--- src/rtl/evbar_pkg.sv ---
// Shared types and constants for the event barrier block.
package evbar_pkg;

  // Field widths of one event.
  localparam int TYPE_W  = 16;
  localparam int CODE_W  = 16;
  localparam int VALUE_W = 32;
  localparam int SEC_W   = 32;
  localparam int USEC_W  = 20;
  localparam int EV_W    = TYPE_W + CODE_W + VALUE_W + SEC_W + USEC_W;
  localparam int TDATA_W = ((EV_W + 7) / 8) * 8;
  localparam int PAD_W   = TDATA_W - EV_W;

  // Configuration register.
  localparam int CAP_W = 6;
  localparam logic [CAP_W-1:0] CAP_RESET = 6'd32;

  // Default store depth.
  localparam int QUEUE_DEPTH_DEF = 32;

  // Sync report: type 0 and code 0.
  localparam logic [TYPE_W-1:0] SYNC_TYPE = '0;
  localparam logic [CODE_W-1:0] SYNC_CODE = '0;

  // One event; the first member lands in the top bits, so type sits lowest,
  // matching the tdata layout.
  typedef struct packed {
    logic [USEC_W-1:0]         time_usec;
    logic [SEC_W-1:0]          time_sec;
    logic signed [VALUE_W-1:0] ev_value;
    logic [CODE_W-1:0]         ev_code;
    logic [TYPE_W-1:0]         ev_type;
  } ev_fields_t;

  // One classified request in the queue between front and back.
  typedef struct packed {
    logic       is_sync;
    ev_fields_t fields;
  } ev_item_t;

  // Back-end sequencer states.
  typedef enum logic [1:0] {
    BK_IDLE,
    BK_FLUSH,
    BK_SYNC
  } back_state_t;

  // Status of the front queue.
  typedef struct packed {
    logic head_valid;
    logic full;
  } fr_status_t;

  // Status of the back end.
  typedef struct packed {
    back_state_t state;
    logic        rd_pend;
    logic        empty;
  } bk_status_t;

endpackage

--- src/rtl/evbar_front.sv ---
// Front end: accepts events, flags sync reports and queues them for the back end.
module evbar_front
  import evbar_pkg::*;
(
  input  logic               clk,
  input  logic               rst_n,
  input  logic               in_tvalid,
  output logic               in_tready,
  input  logic [TDATA_W-1:0] in_tdata,
  input  logic               pop,
  output ev_item_t           head,
  output fr_status_t         status
);

  ev_item_t   q_item_r [2];
  logic       wr_ptr_r, wr_ptr_nxt;
  logic       rd_ptr_r, rd_ptr_nxt;
  logic [1:0] count_r, count_nxt;
  logic       push;
  ev_item_t   in_item;
  logic       do_pop;

  // Classify the incoming request.
  always_comb begin
    in_item.fields  = ev_fields_t'(in_tdata[EV_W-1:0]);
    in_item.is_sync = (in_item.fields.ev_type == SYNC_TYPE) &&
                      (in_item.fields.ev_code == SYNC_CODE);
  end

  assign in_tready = (count_r != 2'd2);
  assign push      = in_tvalid && in_tready;
  assign do_pop    = pop && (count_r != 2'd0);

  // Pointer and occupancy update of the two-entry queue.
  always_comb begin
    wr_ptr_nxt = push   ? ~wr_ptr_r : wr_ptr_r;
    rd_ptr_nxt = do_pop ? ~rd_ptr_r : rd_ptr_r;
    count_nxt  = count_r;
    if (push && !do_pop) begin
      count_nxt = count_r + 2'd1;
    end else if (!push && do_pop) begin
      count_nxt = count_r - 2'd1;
    end
  end

  always_ff @(posedge clk) begin
    if (!rst_n) begin
      wr_ptr_r <= 1'b0;
      rd_ptr_r <= 1'b0;
      count_r  <= 2'd0;
    end else begin
      wr_ptr_r <= wr_ptr_nxt;
      rd_ptr_r <= rd_ptr_nxt;
      count_r  <= count_nxt;
    end
  end

  // Queue payload needs no reset.
  always_ff @(posedge clk) begin
    if (push) begin
      q_item_r[wr_ptr_r] <= in_item;
    end
  end

  assign head              = q_item_r[rd_ptr_r];
  assign status.head_valid = (count_r != 2'd0);
  assign status.full       = (count_r == 2'd2);

endmodule

--- src/rtl/evbar_back.sv ---
// Back end: stores held events and releases them, then the sync event, on a sync report.
module evbar_back
  import evbar_pkg::*;
#(
  parameter int QUEUE_DEPTH = QUEUE_DEPTH_DEF
) (
  input  logic               clk,
  input  logic               rst_n,
  input  logic               cfg_wen,
  input  logic [CAP_W-1:0]   cfg_wdata,
  input  ev_item_t           head,
  input  fr_status_t         q_status,
  output logic               pop,
  output logic               out_tvalid,
  input  logic               out_tready,
  output logic [TDATA_W-1:0] out_tdata,
  output logic               out_tlast,
  output bk_status_t         status
);

  localparam int AW = (QUEUE_DEPTH > 1) ? $clog2(QUEUE_DEPTH) : 1;
  localparam int FW = $clog2(QUEUE_DEPTH + 1);
  localparam int CW = CAP_W + 1;
  localparam logic [FW-1:0] DEPTH_F = FW'(QUEUE_DEPTH);
  localparam logic [CW-1:0] DEPTH_C = CW'(QUEUE_DEPTH);
  localparam logic [FW-1:0] ONE_F   = FW'(1);

  logic [EV_W-1:0]  mem [QUEUE_DEPTH];
  logic [CAP_W-1:0] cap_r;
  logic [FW-1:0]    cap_eff;
  back_state_t      state_r, state_nxt;
  logic [FW-1:0]    fill_r, fill_nxt;
  logic [FW-1:0]    rd_idx_r, rd_idx_nxt;
  logic [FW-1:0]    rd_idx_inc;
  logic             rd_pend_r;
  logic [EV_W-1:0]  rd_data_r;
  logic             out_valid_r;
  logic [EV_W-1:0]  out_data_r;
  logic             out_last_r;
  logic             slot_free;
  logic             mem_we;
  logic             rd_issue;
  logic             sync_load;

  // Capacity register, saturated at the store depth.
  always_ff @(posedge clk) begin
    if (!rst_n) begin
      cap_r <= CAP_RESET;
    end else if (cfg_wen) begin
      cap_r <= cfg_wdata;
    end
  end

  assign cap_eff    = (CW'(cap_r) > DEPTH_C) ? DEPTH_F : FW'(cap_r);
  assign slot_free  = !out_valid_r || out_tready;
  assign rd_idx_inc = rd_idx_r + ONE_F;

  // Sequencer: hold, flush held events, then close with the sync event.
  always_comb begin
    state_nxt  = state_r;
    fill_nxt   = fill_r;
    rd_idx_nxt = rd_idx_r;
    pop        = 1'b0;
    mem_we     = 1'b0;
    rd_issue   = 1'b0;
    sync_load  = 1'b0;
    case (state_r)
      BK_IDLE: begin
        if (q_status.head_valid) begin
          if (!head.is_sync) begin
            pop = 1'b1;
            if (fill_r < cap_eff) begin
              mem_we   = 1'b1;
              fill_nxt = fill_r + ONE_F;
            end
          end else if (fill_r == '0) begin
            state_nxt = BK_SYNC;
          end else begin
            state_nxt  = BK_FLUSH;
            rd_idx_nxt = '0;
          end
        end
      end
      BK_FLUSH: begin
        if (!rd_pend_r && slot_free) begin
          rd_issue   = 1'b1;
          rd_idx_nxt = rd_idx_inc;
          if (rd_idx_inc == fill_r) begin
            state_nxt = BK_SYNC;
          end
        end
      end
      BK_SYNC: begin
        if (!rd_pend_r && slot_free) begin
          sync_load = 1'b1;
          pop       = 1'b1;
          fill_nxt  = '0;
          state_nxt = BK_IDLE;
        end
      end
      default: begin
        state_nxt = BK_IDLE;
      end
    endcase
  end

  always_ff @(posedge clk) begin
    if (!rst_n) begin
      state_r   <= BK_IDLE;
      fill_r    <= '0;
      rd_idx_r  <= '0;
      rd_pend_r <= 1'b0;
    end else begin
      state_r   <= state_nxt;
      fill_r    <= fill_nxt;
      rd_idx_r  <= rd_idx_nxt;
      rd_pend_r <= rd_issue;
    end
  end

  // Event store: one write port, one registered read port.
  always_ff @(posedge clk) begin
    if (mem_we) begin
      mem[fill_r[AW-1:0]] <= EV_W'(head.fields);
    end
  end

  always_ff @(posedge clk) begin
    if (rd_issue) begin
      rd_data_r <= mem[rd_idx_r[AW-1:0]];
    end
  end

  // Output register, loaded from the store or from the queued sync event.
  always_ff @(posedge clk) begin
    if (!rst_n) begin
      out_valid_r <= 1'b0;
    end else if (rd_pend_r || sync_load) begin
      out_valid_r <= 1'b1;
    end else if (out_tready) begin
      out_valid_r <= 1'b0;
    end
  end

  always_ff @(posedge clk) begin
    if (rd_pend_r) begin
      out_data_r <= rd_data_r;
      out_last_r <= 1'b0;
    end else if (sync_load) begin
      out_data_r <= EV_W'(head.fields);
      out_last_r <= 1'b1;
    end
  end

  assign out_tvalid     = out_valid_r;
  assign out_tdata      = {{PAD_W{1'b0}}, out_data_r};
  assign out_tlast      = out_last_r;
  assign status.state   = state_r;
  assign status.rd_pend = rd_pend_r;
  assign status.empty   = (fill_r == '0);

endmodule

--- src/rtl/event_barrier_until_sync_core.sv ---
// Top level of the event barrier: holds events until a sync report releases them.
//
// Events enter on the in_ stream and are held in an on-chip store of QUEUE_DEPTH
// entries until a sync report (type 0, code 0) arrives. The sync report releases
// all held events in arrival order on the out_ stream, then itself with tlast set.
// A non-sync event that meets a full store (capacity from cfg_wdata, saturated
// at QUEUE_DEPTH) is dropped. A held event is written through the front queue and
// the store's single write port. During a release each result passes through the
// store's registered read port into the output register, and the next store read
// is issued only once the previous one has been loaded. A two-entry queue lets new
// events enter while a release is running.
module event_barrier_until_sync_core
  import evbar_pkg::*;
#(
  parameter int QUEUE_DEPTH = QUEUE_DEPTH_DEF
) (
  input  logic               clk,
  input  logic               rst_n,
  input  logic               cfg_wen,
  input  logic [CAP_W-1:0]   cfg_wdata,
  input  logic               in_tvalid,
  output logic               in_tready,
  // Low to high: ev_type, ev_code, ev_value, time_sec, time_usec, zero pad.
  input  logic [TDATA_W-1:0] in_tdata,
  output logic               out_tvalid,
  input  logic               out_tready,
  // Low to high: out_type, out_code, out_value, out_sec, out_usec, zero pad.
  output logic [TDATA_W-1:0] out_tdata,
  output logic               out_tlast
);

  ev_item_t   head;
  fr_status_t fr_status;
  bk_status_t bk_status;
  logic       pop;

  evbar_front u_front (
    .clk       (clk),
    .rst_n     (rst_n),
    .in_tvalid (in_tvalid),
    .in_tready (in_tready),
    .in_tdata  (in_tdata),
    .pop       (pop),
    .head      (head),
    .status    (fr_status)
  );

  evbar_back #(
    .QUEUE_DEPTH (QUEUE_DEPTH)
  ) u_back (
    .clk        (clk),
    .rst_n      (rst_n),
    .cfg_wen    (cfg_wen),
    .cfg_wdata  (cfg_wdata),
    .head       (head),
    .q_status   (fr_status),
    .pop        (pop),
    .out_tvalid (out_tvalid),
    .out_tready (out_tready),
    .out_tdata  (out_tdata),
    .out_tlast  (out_tlast),
    .status     (bk_status)
  );

  // After an accepted request the queue head is valid on the next cycle.
  assert property (@(posedge clk) disable iff (!rst_n)
    in_tvalid && in_tready |=> fr_status.head_valid)
    else $error("accepted request missing from queue");

  // A flush only runs while events are held in the store.
  assert property (@(posedge clk) disable iff (!rst_n)
    bk_status.state == BK_FLUSH |-> !bk_status.empty)
    else $error("flush running on an empty store");

  // Store reads happen only during a release.
  assert property (@(posedge clk) disable iff (!rst_n)
    bk_status.rd_pend |-> bk_status.state != BK_IDLE)
    else $error("store read outside a release");

  // The back end never pops while the queue is full and a flush is running.
  assert property (@(posedge clk) disable iff (!rst_n)
    fr_status.full && bk_status.state == BK_FLUSH |-> !pop)
    else $error("queue popped during flush");

endmodule

--- config.mk ---
export PLATFORM = sky130hd
export DESIGN_NAME = event_barrier_until_sync_core
export DESIGN_NICKNAME = d
export VERILOG_FILES = /design/src/rtl/evbar_pkg.sv /design/src/rtl/evbar_front.sv /design/src/rtl/evbar_back.sv /design/src/rtl/event_barrier_until_sync_core.sv
export SDC_FILE = /design/constraint.sdc
export NUM_CORES = 2
export LEC_CHECK = 0
export BUFFER_PORTS_ARGS = -buffer_cell sky130_fd_sc_hd__buf_4
export CORE_MARGIN = 4
export CORE_UTILIZATION = 45
export CTS_CLUSTER_DIAMETER = 40
export DETAILED_ROUTE_END_ITERATION = 12
export HOLD_SLACK_MARGIN = 0.08
export PLACE_DENSITY = 0.56
export SLEW_MARGIN = 20
export SYNTH_ARGS = -nofsm -noshare
export SYNTH_HDL_FRONTEND = slang
export SYNTH_HIERARCHICAL = 1
export SYNTH_SLANG_ARGS = --single-unit
--- constraint.sdc ---
create_clock -name clk -period 8.54 [get_ports clk]
set_input_delay 1.281 -clock clk [delete_from_list [all_inputs] [get_ports clk]]
set_output_delay 1.281 -clock clk [all_outputs]
set_load 0.02 [all_outputs]
Yosys cells after proc, flatten, opt, wreduce, memory -nomap -nowiden:

Memories as Yosys holds them, arrays and structs flattened. A register that Yosys moved wholly into a read port is not among the register bits.
Index checks and enable logic that the tools add are counted.

* flip-flop bits (word level): 143
* RAM bits: 3946
* input port bits: 131
* output and inout port bits: 123
* word-level logic and storage cells: 98
* memories kept: 2

Memory list
* u_back.mem: words 32, width 116, rd ports 1, clocked after Yosys merged registers in 1, wr ports 1, line evbar_back.sv:28 `logic [EV_W-1:0] mem [QUEUE_DEPTH];`
* u_front.q_item_r: words 2, width 117, rd ports 1, clocked after Yosys merged registers in 1, wr ports 1, line evbar_front.sv:15 `ev_item_t q_item_r [2];`

* add/sub/neg operators: 4
* magnitude comparators: 2
* equality and inequality tests: 12
* multiplexer cells: 40
* bitwise gates (word level): 2
* reduce and logical (&&, ||, !) cells: 25

Operators by type and width (count)
* two-way mux 116 bit: 2
* two-way mux 6 bit: 9
* zero test 16 bit: 2
* one-hot mux 6 bit (2 select lines): 2
* two-way mux 1 bit: 17
* two-way mux 2 bit: 8
* AND reduction 5 bit: 3
* adder 6 x 1 -> 6 bit (second input constant): 2
* nonzero test 2 bit: 6
* != test 2 x 1 -> 1 bit (second input constant): 5
* != test 2 bit (second input constant): 4
* equality test 6 bit: 1
* > comparator 6 bit (second input constant): 1
* logical AND 1 bit: 6
* zero test 6 bit: 1
* less-than comparator 6 bit: 1
* one-hot mux 2 bit (3 select lines): 1
* zero test 1 bit: 4
* adder 2 x 1 -> 2 bit (second input constant): 1
* equality test 2 x 1 -> 1 bit (second input constant): 1
* equality test 2 bit (second input constant): 1
* zero test 2 bit: 1
* logical OR 1 bit: 2
* NOT 1 bit: 2
* 2 further kinds: 2

Longest topological paths before layout:

* word-level depth: 9
* mapped depth: 10
* mapped depth without buffers: 8

Modules after synthesis:

The synthesis kept the hierarchy.

Modules (own cells, without submodules)
* evbar_back: times used 1, cells an instance 6131, area each 147995.7 µm², sequential area each 118894.0 µm²
* evbar_front: times used 1, cells an instance 400, area each 8858.5 µm², sequential area each 7126.8 µm²

Worst setup path after synthesis:

OpenSTA, ideal clock, no wires.

* path type: reg-to-reg
* start point: register (tool-made name)
* end point: memory u_back/mem[10][0] (netlist bit), enable pin
* library setup time: 605 ps
* arrival time: 6721 ps
* required time: 7935 ps
* path slack: 1214 ps
* cell stages (with the launch flop): 8
* buffers on the path: 2
* period minus slack after synthesis: 7326 ps
* cell sequence: dfxtp_1 > buf_6 > buf_6 > mux2_2 > nor4b_4 > o211a_1 > nand3_1 > nor2b_1

RTL lines (line)
* to (decl): evbar_back.sv:28

==> impl_metrics.json <==
{
  "outcome": "complete, no violations",
  "power_frac_comb": 0.088,
  "clk_latency_ns": 1.01,
  "setup_violations": 0,
  "worst_ep_required_time_ns": 9.15,
  "arrival_ns": 5.79,
  "critPathLaunchType": "register",
  "drt_wl_total_mm": 420.0,
  "layout_common_cells": "4178 x edfxtp_1, 928 x mux4_2, 550 x clkbuf_16",
  "syn_inst": 6529,
  "hpwl_mm": 200.3,
  "hold_viol_final": 0,
  "rows": 216,
  "ant_nets": 0,
  "grt_max_degree": 107,
  "cts_buffer_depth": 4,
  "switchingPower_mw": 12.50,
  "worst_pin_slew_ns": 1.169,
  "switching_share": 0.2365,
  "slew_headroom": 0.2191,
  "grtUsageTotal": 0.2330,
  "drt_pass1_iterations": 7,
  "cp_max_fo": 58,
  "path_clk_slew_ns": 0.06,
  "die_h_um": 598.4,
  "port_buffers": 245,
  "cts_tree": "built",
  "power.total_mw": 52.88,
  "initial_utilization": 0.4523,
  "hold_path.class": "in2reg",
  "timing.hold.ws_ns": 0.4481,
  "numClockSinks": 4206,
  "yosys_warnings": 6,
  "area_delta_synth_final_pct": 16.41,
  "leakage_nw": 55.70,
  "cts_hold_buf": 0,
  "internal_power_mw": 40.37,
  "max_cap_violations": 0,
  "wl_per_cell_um": 34.58,
  "htree_levels": 6,
  "rsz0062_at_grt": "no",
  "drc": 0,
  "drive_above_1_share": 0.3266,
  "dieWidth_um": 598.4,
  "final_common_cell": "edfxtp_1",
  "utilization": 0.5266,
  "grt_pass1_vias": 77053,
  "post-route-period-util": 0.6067,
  "finalCriticalPeriod_ns": 5.181,
  "power.density_mw_per_mm2": 289.6,
  "max_freq_ghz": 0.1930,
  "p_seq_frac": 0.479,
  "finalWeightedCongestion": 0.7632,
  "fill_cells": 26529,
  "vias_per_cell": 6.188,
  "ioPinCount": 254,
  "path_class": "reg2reg",
  "clock_power_share": 0.432,
  "cts_buffers": 543,
  "fin_tns_setup_ns": 0,
  "grt_pass1_wl_mm": 591.4,
  "final_net_count": 7263,
  "ctsResizeCount": 0,
  "finalClockSkew_ns": 0.04030,
  "end_kind": "register",
  "netlist_area_sq_mm": 0.1568,
  "maxSlewViolCount": 0,
  "dieArea_sq_mm": 0.3580,
  "root_buffer": "clkbuf_16",
  "drtIter0Drc": 8464,
  "antenna_found_initial": 17,
  "synth.avg_cell_area_sq_um": 24.02,
  "ir_worst_vdd_uv": 304.9,
  "postCtsSetupBuffers": 0,
  "grt_overflow": 0,
  "dr_total_vias": 75156,
  "core-area_sq_mm": 0.3467
}
[cell type report]
cell class | count | area [sq um] | area share
Clock buffer | 610 | 13990 | 0.07661
Clock inverter | 379 | 4325 | 0.02369
Timing Repair Buffer | 399 | 3491 | 0.01912
Multi-Input combinational cell | 1959 | 28960 | 0.1586
Tap cell | 4578 | 5728 | 0.03137
Inverter | 12 | 52.55 | 0.0002878
Antenna cell | 2 | 5.005 | 0.00002741
Sequential cell | 4206 | 126000 | 0.6903
[power by group through the flow]
stage | clock, mW | sequential (mW) | combinational, mW
2_1_floorplan | 0 | 25.8 | 2.76
3_3_place_gp | 0 | 25.8 | 4.57
3_5_place_dp | 0 | 25.8 | 4.76
4_1_cts | 23.3 | 25.4 | 4.77
5_1_grt | 24.2 | 25.4 | 5.08
6_report | 22.8 | 25.4 | 4.68
[through the flow]
stage | instance area, sq um | setup slack (ns) | std cells
2_1_floorplan | 156900 | 1.214 | 6532
3_3_place_gp | 164200 | 3.383 | 11150
3_5_place_dp | 164200 | 3.393 | 11152
4_1_cts | 182500 | 3.375 | 12141
5_1_grt | 182600 | 3.212 | 12144
6_report | 182600 | 3.359 | 12145
[flip-flops by register name (all words and copies together) (netlist names), 2 cells and up, named ones only]
signal,count
u_back/mem,3712
u_front/q_item_r,234
u_back/out_data_r,116
u_back/rd_data_r,116
u_back/cap_r,6
u_back/fill_r,6
u_back/rd_idx_r,6
u_back/state_r,2
u_front/count_r,2
[worst max-delay path, cell delays in order, from the launching register on]
cell and delay (ns):
dfxtp_4 0.88, mux2_2 0.46, nor4b_4 0.32, o211a_1 0.30, nand3_1 0.59, nor2_4 0.89
buf_12 0.60, buf_4 0.60
[routing by layer]
metal  share of wire  GRT usage  vias up
met3           0.071    0.03359      582
met1            0.41     0.3358    41737
li1                -          -    29707
met2            0.49     0.3809     3124
met4           0.021    0.05332        6
met5        0.000098          0        -
[final timing paths]
kind                                        from                      end  slack (ns)  depth (start not counted)
worst max-delay path                    register      u_back/mem[22][103]        3.36                          7
worst min-delay path                in_tdata[68]  u_front/q_item_r[0][68]        0.45                          1
worst max register to register          register      u_back/mem[22][103]        3.36                          7
worst min register to register  u_back/out_tlast         u_back/out_tlast        0.48                          1
Power figures use the tool's default switching activity.
